<file path="config.mk">
export PLATFORM = sky130hd
export DESIGN_NAME = bcd_integer_divider_core
export DESIGN_NICKNAME = d
export VERILOG_FILES = /design/src/hw/rtl/bcdid_pkg.sv /design/src/hw/rtl/bcdid_sub_unit.sv /design/src/hw/rtl/bcd_integer_divider_core.sv
export SDC_FILE = /design/constraint.sdc
export NUM_CORES = 1
export LEC_CHECK = 0
export ABC_AREA = 1
export BUFFER_PORTS_ARGS = -buffer_cell sky130_fd_sc_hd__buf_4
export CORE_ASPECT_RATIO = 0.8
export CORE_MARGIN = 1.5
export CORE_UTILIZATION = 32
export DETAILED_ROUTE_END_ITERATION = 8
export GPL_TIMING_DRIVEN = 0
export HOLD_SLACK_MARGIN = 0.15
export SETUP_SLACK_MARGIN = 0.4
export SLEW_MARGIN = 10
export SYNTH_ARGS = -nofsm -noshare
export SYNTH_HDL_FRONTEND = slang
export SYNTH_SLANG_ARGS = --single-unit
export TNS_END_PERCENT = 20
</file>
<file path="constraint.sdc">
create_clock -name clk -period 10.65 [get_ports clk]
set_input_delay 2.13 -clock clk [delete_from_list [all_inputs] [get_ports clk]]
set_output_delay 2.13 -clock clk [all_outputs]
set_load 0.01 [all_outputs]
</file>
<file path="src/hw/rtl/bcdid_pkg.sv">
// ----------------------------------------------------------------------------
// bcdid_pkg
// Shared types and constants of the packed-BCD integer divider.
// ----------------------------------------------------------------------------
package bcdid_pkg;

	// Fixed field width of the beats on both channels
	localparam int unsigned DATA_W        = 64;
	// Default operand size in bytes (two digits per byte)
	localparam int unsigned NUM_BYTES_DEF = 8;
	// Bits per decimal digit
	localparam int unsigned NIB_W         = 4;
	// Most subtractions made for one quotient digit
	localparam logic [NIB_W-1:0] MAX_PASSES = 4'd9;
	// Correction added to a digit that borrowed
	localparam logic [NIB_W-1:0] BCD_TEN    = 4'd10;

	// Request beat
	typedef struct packed {
		logic [DATA_W-1:0] dividend;
		logic [DATA_W-1:0] divisor;
	} req_item_t;

	// Response beat
	typedef struct packed {
		logic [DATA_W-1:0] quotient;
		logic [DATA_W-1:0] remainder;
		logic              divide_by_zero;
	} rsp_item_t;

	// Sequencer states
	typedef enum logic [4:0] {
		S_IDLE  = 5'b00001,
		S_CHECK = 5'b00010,
		S_NORM  = 5'b00100,
		S_ALIGN = 5'b01000,
		S_DIV   = 5'b10000
	} seq_state_t;

endpackage

</file>
<file path="src/hw/rtl/bcdid_sub_unit.sv">
// ----------------------------------------------------------------------------
// bcdid_sub_unit
// Shared decimal compare-and-subtract unit: a - b digit by digit with borrow,
// plus the flag that b does not exceed a (raw binary compare).
// ----------------------------------------------------------------------------
module bcdid_sub_unit #(
	parameter int unsigned W = 64
) (
	input  logic [W-1:0] a,
	input  logic [W-1:0] b,
	output logic [W-1:0] diff,
	output logic         le
);
	import bcdid_pkg::*;

	localparam int unsigned DIGITS = W / NIB_W;

	logic [W:0] bin_diff;
	logic [W:0] borrow_vec;

	// One binary subtract gives both the compare and every digit borrow
	assign bin_diff   = {1'b0, a} - {1'b0, b};
	assign borrow_vec = {1'b0, a} ^ {1'b0, b} ^ bin_diff;
	assign le         = ~bin_diff[W];

	// Add ten back into each digit that borrowed out
	for (genvar i = 0; i < DIGITS; i++) begin : g_digit
		assign diff[i*NIB_W +: NIB_W] = bin_diff[i*NIB_W +: NIB_W] +
			(borrow_vec[(i+1)*NIB_W] ? BCD_TEN : '0);
	end

endmodule

</file>
<file path="src/hw/rtl/bcd_integer_divider_core.sv">
// ----------------------------------------------------------------------------
// bcd_integer_divider_core
// Packed-BCD restoring long divider built around one shared compare-subtract
// unit and a small sequencer.
// ----------------------------------------------------------------------------
// Sequence: a zero divisor goes straight to the divide state and a divisor above
//   the dividend is caught in the check state; otherwise the dividend's leading
//   zero digits are counted, the divisor is aligned, and each quotient digit is
//   found by repeated subtraction. One compare-subtract pass per cycle.
// Flow: one item at a time; the next request is taken once the result sits in
//   the output register, even while that result still waits.
// Reset: arst_n clears the sequencer and the output valid; no data state.
// ----------------------------------------------------------------------------
module bcd_integer_divider_core #(
	parameter int unsigned NUM_BYTES = bcdid_pkg::NUM_BYTES_DEF
) (
	input  logic                  clk,
	input  logic                  arst_n,
	input  logic                  req_valid,
	output logic                  req_ready,
	input  bcdid_pkg::req_item_t  req,
	output logic                  rsp_valid,
	input  logic                  rsp_ready,
	output bcdid_pkg::rsp_item_t  rsp
);
	import bcdid_pkg::*;

	localparam int unsigned DIGITS = NUM_BYTES * 2;
	localparam int unsigned W      = DIGITS * NIB_W;
	localparam int unsigned DW     = $clog2(DIGITS);

	seq_state_t           state_q;
	logic [W-1:0]         rem_q;
	logic [W-1:0]         dvs_q;
	logic [W-1:0]         norm_q;
	logic [W-1:0]         quo_q;
	logic [DW-1:0]        lead_q;
	logic [DW-1:0]        digit_q;
	logic [NIB_W-1:0]     cnt_q;
	logic                 dbz_q;
	logic                 done;
	logic                 rsp_load;

	logic [W-1:0]         dvd_in;
	logic [W-1:0]         dvs_in;
	logic [W-1:0]         sub_diff;
	logic                 sub_le;
	logic [DW-1:0]        top_idx;
	logic [NIB_W-1:0]     top_digit;

	assign dvd_in = req.dividend[W-1:0];
	assign dvs_in = req.divisor[W-1:0];

	// Shared compare-subtract on partial remainder and aligned divisor
	bcdid_sub_unit #(
		.W (W)
	) u_sub (
		.a    (rem_q),
		.b    (dvs_q),
		.diff (sub_diff),
		.le   (sub_le)
	);

	// Divisor digit that must line up with the dividend's leading digit
	assign top_idx   = DW'(DIGITS - 1) - lead_q;
	assign top_digit = dvs_q[top_idx*NIB_W +: NIB_W];

	assign req_ready = (state_q == S_IDLE);
	assign rsp_load  = done && (!rsp_valid || rsp_ready);

	// Sequencer
	always_ff @(posedge clk or negedge arst_n) begin
		if (!arst_n) begin
			state_q <= S_IDLE;
		end else begin
			unique case (state_q)
				S_IDLE: begin
					if (req_valid) begin
						state_q <= (dvs_in == '0) ? S_DIV : S_CHECK;
					end
				end
				S_CHECK: begin
					state_q <= sub_le ? S_NORM : S_DIV;
				end
				S_NORM: begin
					if (norm_q[W-1 -: NIB_W] != '0) begin
						state_q <= S_ALIGN;
					end
				end
				S_ALIGN: begin
					if (top_digit != '0) begin
						state_q <= S_DIV;
					end
				end
				S_DIV: begin
					if (rsp_load) begin
						state_q <= S_IDLE;
					end
				end
				default: begin
					state_q <= S_IDLE;
				end
			endcase
		end
	end

	// Finished: either a short-cut item or the last quotient digit closed
	always_comb begin
		done = 1'b0;
		if (state_q == S_DIV) begin
			done = (dbz_q || cnt_q == MAX_PASSES || !sub_le) && digit_q == '0 ||
				dbz_q || !sub_le && cnt_q == '0 && quo_q == '0 && digit_q == '0;
		end
	end

	// Datapath registers
	always_ff @(posedge clk) begin
		unique case (state_q)
			S_IDLE: begin
				if (req_valid) begin
					rem_q   <= dvd_in;
					dvs_q   <= dvs_in;
					norm_q  <= dvd_in;
					quo_q   <= '0;
					lead_q  <= '0;
					digit_q <= '0;
					cnt_q   <= '0;
					dbz_q   <= (dvs_in == '0);
				end
			end
			S_CHECK: begin
				// Divisor above dividend: quotient stays zero, hold remainder
				dbz_q <= 1'b0;
			end
			S_NORM: begin
				if (norm_q[W-1 -: NIB_W] == '0) begin
					norm_q <= {norm_q[W-NIB_W-1:0], {NIB_W{1'b0}}};
					lead_q <= lead_q + 1'b1;
				end
			end
			S_ALIGN: begin
				if (top_digit == '0) begin
					dvs_q   <= {dvs_q[W-NIB_W-1:0], {NIB_W{1'b0}}};
					digit_q <= digit_q + 1'b1;
				end
			end
			S_DIV: begin
				if (!dbz_q) begin
					if (cnt_q != MAX_PASSES && sub_le) begin
						// Subtract one more divisor at this position
						rem_q <= sub_diff;
						cnt_q <= cnt_q + 1'b1;
					end else if (digit_q != '0) begin
						// Close this digit and move the divisor one digit right
						quo_q   <= {quo_q[W-NIB_W-1:0], cnt_q};
						dvs_q   <= {{NIB_W{1'b0}}, dvs_q[W-1:NIB_W]};
						digit_q <= digit_q - 1'b1;
						cnt_q   <= '0;
					end else if (rsp_load) begin
						quo_q <= '0;
					end
				end
			end
			default: begin
			end
		endcase
	end

	// Output register
	always_ff @(posedge clk or negedge arst_n) begin
		if (!arst_n) begin
			rsp_valid <= 1'b0;
		end else if (rsp_load) begin
			rsp_valid <= 1'b1;
		end else if (rsp_ready) begin
			rsp_valid <= 1'b0;
		end
	end

	always_ff @(posedge clk) begin
		if (rsp_load) begin
			rsp.divide_by_zero <= dbz_q;
			rsp.remainder      <= DATA_W'(rem_q);
			if (dbz_q) begin
				rsp.quotient <= '0;
			end else begin
				rsp.quotient <= DATA_W'({quo_q[W-NIB_W-1:0], cnt_q});
			end
		end
	end

endmodule
</file>
==> flow_metrics.tcl, run 1 <==
set metrics [dict create \
    syn-cell-area_sq_um 22100 \
    cp-end-kind "flip-flop" \
    place_ws_ns 6.61 \
    multi_input_area_sq_um 8530 \
    cts_tree "built" \
    area_growth_syn_to_layout_pct 21.6 \
    slew_violations 0 \
    first_pass_iters 5 \
    finalSetupTns_ns 0 \
    die_area_sq_um 70500 \
    ant_nets 0 \
    synth_top_cell_area_share_pct 53.6 \
    post-route-period-util_pct 39.0 \
    dieWidth_microns 297 \
    cp.required_ns 11.00 \
    p_per_area_nw_per_um2 316 \
    ys_seq_area_share_pct 54.3 \
    synth_top_family_by_area "simple AND/OR/NAND/NOR gates" \
    cts_hold_buf 0 \
    dieHeight_microns 238 \
    grt_pass1_vias 17163 \
    worstHoldPathType "reg2reg" \
    critical_path.max_fanout 5 \
    rows 85 \
    setup_viol 0 \
    synth_cell_types 54 \
    fmax_ghz 0.241 \
    hold_path.startpoint "rem_q[18]$_DFFE_PP_" \
    finalHoldViolations 0 \
    io_buffers 262 \
    syn-num-nets 2638 \
    r2r-end "rem_q[39]$_DFFE_PP_" \
    r2r_setup_slack_ns 6.49 \
    synth_compound_area_share_pct 8.13 \
    drive_gt1_share_pct 14.3 \
    clockRootBuffer "clkbuf_16" \
    drt-total-wl_mm 75.9 \
    rsz0062_at_grt "no" \
    startpoint "rem_q[0]$_DFFE_PP_" \
    min_path_cells 0 \
    final_cell_mix "nand2_1 (649), edfxtp_1 (394), inv_1 (343), nor2_1 (280), buf_4 (262)" \
    fin_total_pwr_mw 8.49 \
    min_to "rsp[19]$_DFFE_PP_" \
    worst_slack_ns 6.49 \
    cts_buffers 43 \
    ios 263 \
    crit_path_start_kind "flip-flop" \
    insertion_delay_ns 0.61 \
    criticalPathCategory "reg2reg" \
    cp.arrival_ns 4.51 \
    grt_use_total_pct 21.2 \
    ys.flop_type "edfxtp_1" \
    syn_inst 2402 \
    clk_pin_slew_ns 0.07 \
    synthArstFlopShare_pct 1.50 \
    synth_top_cell_by_area "edfxtp_1" \
    drtIter0Drc 1688 \
    post_cts_buffers 0 \
    fillerInstances 6832 \
    antenna_found_initial 4 \
    reg2reg_depth 20 \
    status "finished clean" \
    synth_area_leaders "edfxtp_1 (54%), nand2_1 (11%), inv_1 (5.9%)" \
    vias 17961 \
    drc 0 \
    core_sq_um 67700 \
    r2r-start "rem_q[0]$_DFFE_PP_" \
    final_common_cell "nand2_1" \
    via_per_inst 4.90 \
    numClockSinks 400 \
    htreeDepth 2 \
    ys_ff_latch 400 \
    worst_pin_slew_ns 1.28 \
    grt_pass1_wl_mm 109 \
    seq_area_sq_um 12000 \
    irDropWorstVdd_mv 0.147 \
    cts_resized 0 \
    initial_core_util_pct 32.6 \
    avgSynthCellArea_sq_um 9.18 \
    yosys_warnings 0 \
    use_met3_pct 4.32 \
    gp_congestion 0.980 \
    synthAdderAreaFrac_pct 5.97 \
    grt_util_met1_pct 31.9 \
    use_met2_pct 30.8 \
    place_hpwl_mm 60.2 \
    synth-xor-area-share_pct 3.18 \
    p_leak_nw 11.7 \
    wl_per_cell_microns 20.7 \
    synth_mux_area_share_pct 0 \
    slew_headroom_pct 14.7 \
    max_cap_viol_count 0 \
    grt_max_degree 77 \
    clk_path_buf_depth 3 \
    grt_overflow 0 \
    synth_edf_count 394 \
    clock_skew_ns 0.0252 \
    period_minus_slack_ns 4.16 \
    nets 2954 \
    synth_simple_gate_area_share_pct 21.3 \
    busiest_layer "met1" \
]
power breakdown:
part	leakage (nW)	internal [mW]	switching, mW	total (mW)
clock	0.663	0.847	0.672	1.52
sequential	3.76	2.41	0.199	2.61
combinational	7.26	1.39	2.97	4.36
total	11.7	4.65	3.84	8.49
worst max path at each step:
stage	end	slack [ns]	cells after the start
2_1_floorplan	lead_q[0]$_SDFFCE_PN0P_	4.65	2
3_3_place_gp	norm_q[26]$_DFFE_PP_	2.32	3
3_5_place_dp	rem_q[39]$_DFFE_PP_	6.61	20
4_1_cts	req_ready	6.49	4
5_1_grt	rem_q[39]$_DFFE_PP_	6.26	20
6_report	rem_q[39]$_DFFE_PP_	6.49	20
registers in the layout (all words and copies together), names as in the netlist:
name       count
cnt_q          4
state_q        5
norm_q        64
dbz_q          1
digit_q        4
rem_q         64
rsp_valid      1
dvs_q         64
rsp          129
quo_q         60
lead_q         4
critical path, cell delays in order, from the launching register on:
cell and delay, ns:
edfxtp_1 0.41, inv_1 0.08, ha_1 0.13, inv_1 0.06, fa_1 0.41, nand3_1 0.11, nand3_2 0.18, a21oi_1 0.34
o21ai_2 0.18, a21oi_2 0.30, inv_1 0.09, nand2_1 0.06, nand2_1 0.16, a21oi_1 0.36, xor2_1 0.14, ha_1 0.23
xnor2_1 0.25, xor2_1 0.17, nand2_1 0.07, nand3_1 0.09, nand2_1 0.07
routing by layer:
| metal | vias to the layer above | part of all wire [%] |
|---|---|---|
| met3 | 106 | 8.7 |
| met5 | - | 0.012 |
| met4 | 2 | 2.4 |
| li1 | 8627 | - |
| met1 | 8505 | 47 |
| met2 | 721 | 42 |
area by class of cell:
class	count	share of cell area [%]
Clock buffer	50	4.11
Antenna cell	2	0.0187
Clock inverter	26	1.05
Multi-Input combinational cell	1587	31.8
Sequential cell	400	44.7
Buffer	63	0.952
Inverter	352	4.95
Timing Repair Buffer	271	8.15
Tap cell	913	4.26
cell usage after synthesis (8+ instances only):
cell and number:
a21o_1 18, a21oi_1 78, a31oi_1 9, clkbuf_1 56, edfxtp_1 394, ha_1 102
inv_1 345, nand2_1 649, nand2_2 12, nand2_4 11, nand3_1 89, nand4_1 12
nor2_1 280, nor2_2 8, nor3_1 31, nor4_1 18, o21ai_0 54, o21ai_1 8
o21bai_1 21, o221ai_1 56, xnor2_1 34, xor2_1 46
stage by stage:
stage                     instance area, sq um  util, %  std cells  hold slack (ns)
after floorplan                          22100        -       2402            0.426
after global placement                   25200     37.2       3577            0.469
after detailed placement                 25400     37.5       3586            0.471
after CTS                                26800     39.6       3662            0.487
after global routing                     26800     39.6       3662            0.497
final                                    26800     39.6       3664            0.485
logic make-up after synthesis:
family	count (synthesis)
and+or+nand+nor	1131
buffers and inverters	415
DFF	400
AOI/OAI and AO/OA	272
adders and majority gates	104
xor gates and xnor gates	80
(Power assumes the default switching activity.)
==> run 2, diff against run 1 <==
- clock period: 10.65 -> 4.23 ns (I/O delays scaled with it)
==> flow_metrics.tcl, run 2 (synthesis results as in run 1) <==
set metrics [dict create \
    worstHoldPathType "reg2reg" \
    grt_pass1_wl_mm 109 \
    gp_congestion 0.948 \
    slew_headroom_pct 20.0 \
    drt-total-wl_mm 76.1 \
    drtIter0Drc 1624 \
    design_area_sq_um 27200 \
    vias 18047 \
    max_cap_viol_count 0 \
    rows 85 \
    p_leak_nw 11.8 \
    slew_violations 0 \
    place_hpwl_mm 60.1 \
    ios 263 \
    instances_no_fill 3677 \
    grt_overflow 0 \
    swShare_pct 44.9 \
    dieHeight_microns 238 \
    area_growth_syn_to_layout_pct 23.4 \
    cp_num_buf_inv 1 \
    fmax_ghz 0.273 \
    ant_nets 0 \
    die_area_sq_um 70500 \
    cts_tree "built" \
    path_cells "inv_1, ha_1, a21o_1, a21oi_1, o21ai_0, a21oi_1, nand2_1, a21boi_2, o21ai_0, nand2_1, nand2_1, ha_1, ha_1, xnor2_1, nand3b_1, nand2_1, nand2_1, nand3_1, nand2_1" \
    max_flop_register "rsp" \
    rsz0062_at_grt "yes" \
    insertion_delay_ns 0.61 \
    fin_util_pct 40.2 \
    post-route-period-util_pct 86.6 \
    antenna_found_initial 5 \
    p_per_area_nw_per_um2 808 \
    status "finished clean" \
    setup_viol 0 \
    grt_use_total_pct 21.3 \
    clk_path_buf_depth 3 \
    grt_max_degree 74 \
    irDropWorstVdd_mv 0.493 \
    via_per_inst 4.91 \
    final_cell_mix "nand2_1 (646), edfxtp_1 (394), inv_1 (338), nor2_1 (277), buf_4 (271)" \
    io_buffers 262 \
    numClockSinks 400 \
    p_seq_share_pct 29.9 \
    placedInstanceArea_sq_um 25500 \
    internal_power_mw 12.1 \
    power_frac_clock_pct 18.2 \
    critical_path.max_fanout 4 \
    period_minus_slack_ns 3.66 \
    grt_pass1_vias 17155 \
    combPwrFrac_pct 51.9 \
    crit_cells 19 \
    p_sw_mw 9.88 \
    clock_skew_ns 0.0168 \
    cp_top_family "compound AO/OA/AOI/OAI gates" \
    wl_per_cell_microns 20.7 \
    reg2reg_depth 19 \
    first_pass_iters 8 \
    clk_pin_slew_ns 0.06 \
    min_path_cells 0 \
    htreeDepth 2 \
    cp.required_ns 4.59 \
    cts_buffers 43 \
    clockRootBuffer "clkbuf_16" \
    criticalPathCategory "reg2reg" \
    cp-end-kind "flip-flop" \
    crit_path_start_kind "flip-flop" \
    nets 2965 \
    worst_pin_slew_ns 1.20 \
    placed_cells 3587 \
    dieWidth_microns 297 \
    slowest_stage "edfxtp_1" \
    drc 0 \
    initial_core_util_pct 32.6 \
    cp.arrival_ns 4.02 \
    largest_reg_flops 129 \
    finalHoldViolations 0 \
    max_stage_delay_ns 0.35 \
    worst_path_most_repeated_cell "nand2_1" \
    final_common_cell "nand2_1" \
    drive_gt1_share_pct 16.2 \
    core_sq_um 67700 \
]
## run 2: power by group through the flow
stage | registers, mW | clock network, mW | logic, mW
2_1_floorplan | 6.53 | 0 | 7.21
3_3_place_gp | 6.82 | 0 | 10.4
3_5_place_dp | 6.63 | 0 | 10.8
4_1_cts | 6.57 | 4.08 | 10.9
5_1_grt | 6.68 | 4.22 | 12.6
6_report | 6.58 | 4.00 | 11.4
## run 2: worst paths after layout
check / from / to / slack [ns]
max in group asynchronous: arst_n / state_q[0]$_DFFE_PN1P_ / 3.41
min in group asynchronous: arst_n / state_q[3]$_DFFE_PN0P_ / 0.62
max reg2reg: dvs_q[12]$_DFFE_PP_ / rem_q[43]$_DFFE_PP_ / 0.57
max: dvs_q[12]$_DFFE_PP_ / rem_q[43]$_DFFE_PP_ / 0.57
min reg2reg: rem_q[0]$_DFFE_PP_ / rsp[1]$_DFFE_PP_ / 0.45
min: rem_q[0]$_DFFE_PP_ / rsp[1]$_DFFE_PP_ / 0.45
## run 2: what timing repair did
action	in CTS	in global routing
hold endpoints to repair	5	0
buffers inserted	0	9
hold buffers	1	0
gates resized for setup	5	39
setup endpoints to repair	5	98
pin swaps	0	7
## run 2: metal layers
| layer | GRT usage, % | up-vias | part of all wire, % |
|---|---|---|---|
| li1 | - | 8650 | - |
| met1 | 31.8 | 8548 | 46 |
| met2 | 30.6 | 756 | 42 |
| met3 | 4.95 | 91 | 9.6 |
| met4 | 5.41 | 2 | 2.3 |
| met5 | 0 | - | 0.012 |
## run 2: per-stage QoR
stage	hold slack, ns	total power, mW	worst slack (ns)	setup TNS (ns)
floorplan	0.426	13.7	-0.747	-96.38
global placement	0.437	17.2	-2.71	-613.33
detailed placement	0.439	17.5	0.162	0
CTS	0.455	21.6	0.342	0
global route	0.470	23.5	0.362	0
finish	0.454	22.0	0.566	0
## run 2: area by class of cell
cell class	instances	area [sq um]
Inverter	352	1340
Sequential cell	400	12000
Multi-Input combinational cell	1587	8730
Tap cell	913	1140
Clock inverter	31	383
Clock buffer	47	1090
Buffer	63	256
Antenna cell	2	5.00
Fill cell	6875	40500
Timing Repair Buffer	282	2300
==> run 3, diff against run 2 <==
- clock period: 4.23 -> 4.5 ns (I/O delays scaled with it)
==> flow_metrics.tcl, run 3 (synthesis results as in run 1) <==
set metrics [dict create \
    largest_reg_flops 129 \
    gp_congestion 0.965 \
    clk_path_buf_depth 3 \
    crit_path_start_kind "flip-flop" \
    grt_overflow 0 \
    p_per_area_nw_per_um2 749 \
    worst_path_most_repeated_cell "nand2_1" \
    final_common_cell "nand2_1" \
    die_area_sq_um 70500 \
    clock_skew_ns 0.0515 \
    grt_pass1_wl_mm 110 \
    placed_cells 3586 \
    slowest_stage "fa_1" \
    initial_core_util_pct 32.6 \
    irDropWorstVdd_mv 0.280 \
    io_buffers 262 \
    grt_max_degree 75 \
    via_per_inst 4.89 \
    fin_util_pct 39.7 \
    core_sq_um 67700 \
    max_cap_viol_count 0 \
    cp.arrival_ns 4.30 \
    nets 2957 \
    drc 0 \
    post-route-period-util_pct 88.0 \
    status "finished clean" \
    fin_total_pwr_mw 20.1 \
    max_stage_delay_ns 0.43 \
    cp-end-kind "flip-flop" \
    place_ws_ns 0.406 \
    grt_use_total_pct 21.3 \
    numClockSinks 400 \
    antenna_found_initial 3 \
    ios 263 \
    path_cells "inv_1, ha_1, inv_1, fa_1, nand3_1, nand3_2, a21oi_2, o21ai_2, a21oi_4, inv_1, nand2_1, nand2_1, nand3_1, nand2_1, xor2_1, ha_1, xnor2_1, xor2_1, nand2_1, nand3_1, o21ai_1" \
    grt_pass1_vias 17176 \
    insertion_delay_ns 0.63 \
    area_growth_syn_to_layout_pct 21.8 \
    clk_pin_slew_ns 0.07 \
    worstHoldPathType "reg2reg" \
    slew_headroom_pct 9.79 \
    finalHoldViolations 0 \
    rsz0062_at_grt "yes" \
    placedInstanceArea_sq_um 25400 \
    instances_no_fill 3666 \
    critical_path.max_fanout 5 \
    vias 17924 \
    place_hpwl_mm 59.7 \
    max_flop_register "rsp" \
    period_minus_slack_ns 3.96 \
    drtIter0Drc 1452 \
    setup_viol 0 \
    dieWidth_microns 297 \
    final_cell_mix "nand2_1 (648), edfxtp_1 (394), inv_1 (343), nor2_1 (280), buf_4 (262)" \
    rows 85 \
    first_pass_iters 5 \
    fmax_ghz 0.252 \
    antenna_cells 0 \
    drt-total-wl_mm 75.5 \
    worst_pin_slew_ns 1.35 \
    dieHeight_microns 238 \
    clockRootBuffer "clkbuf_16" \
    design_area_sq_um 26900 \
    drive_gt1_share_pct 14.8 \
    ant_nets 0 \
    criticalPathCategory "reg2reg" \
    cts_tree "built" \
    cp.required_ns 4.84 \
    worst_slack_ns 0.538 \
    cts_buffers 45 \
    htreeDepth 2 \
    wl_per_cell_microns 20.6 \
    p_leak_nw 11.7 \
    slew_violations 0 \
]
==> run 3: changes by cell type in the layout (fill, tap and decap cells not counted), moves of 4 or more <==
cell and delta:
ha_1 +4, bufinv_16 -4, inv_1 +5, buf_4 -9, inv_2 -4, buf_12 +4
buf_16 -5
==> run 3: what timing repair did <==
| action | 4_1_cts | 5_1_grt |
|---|---|---|
| hold buffers | 1 | 0 |
| resized for setup | 1 | 6 |
| setup endpoints to repair | 1 | 8 |
| buffers inserted | 0 | 0 |
| hold endpoints to repair | 5 | 0 |
==> run 3: worst paths after layout <==
check                      slack [ns]                      to          startpoint  cells after the start
max                              0.54     rem_q[63]$_DFFE_PP_  rem_q[0]$_DFFE_PP_                     21
min                              0.47        rsp[1]$_DFFE_PP_  rem_q[0]$_DFFE_PP_                      0
max reg2reg                      0.54     rem_q[63]$_DFFE_PP_  rem_q[0]$_DFFE_PP_                     21
min reg2reg                      0.47        rsp[1]$_DFFE_PP_  rem_q[0]$_DFFE_PP_                      0
max in group asynchronous        3.66  state_q[0]$_DFFE_PN1P_              arst_n                      2
min in group asynchronous        0.63   rsp_valid$_DFFE_PN0P_              arst_n                      2
==> run 3: cell type report <==
class,count,area (sq um)
flip-flops and latches,400,12000
plain buffers,63,255
repair buffers,272,2180
well taps,913,1140
multi-input cells,1587,8560
clock inverters,30,275
inverters,352,1330
fillers,6828,40900
clock buffers,49,1140
==> run 3: per-layer routing <==
metal | vias up | track usage [%] | part of all wire, %
met5 | - | 0 | 0.024
met4 | 4 | 4.68 | 2.1
met3 | 94 | 4.83 | 8.9
met2 | 736 | 30.7 | 41
met1 | 8454 | 32.2 | 48
li1 | 8636 | - | -
==> run 3: through the flow <==
stage	setup TNS (ns)	hold WS (ns)
final	0	0.469
after detailed placement	0	0.455
after global placement	-607.12	0.436
after global routing	0	0.489
after floorplan	-102.37	0.426
after CTS	0	0.473
==> run 3: report_power, final <==
group | switching, mW | internal [mW] | total [mW]
registers | 0.477 | 5.70 | 6.17
clock network | 1.65 | 1.97 | 3.62
logic | 7.02 | 3.31 | 10.3
total | 9.15 | 11.0 | 20.1
==> run 3: critical path, delay by kind of cell, from the launching register on <==
family | cells | cell delay (ns)
flip-flops | 1 | 0.39
AO/OA/AOI/OAI | 4 | 0.74
AND/OR/NAND/NOR | 8 | 0.93
buffers and inverters | 3 | 0.21
adder cells (fa/ha/maj) | 3 | 0.78
XOR/XNOR | 3 | 0.62
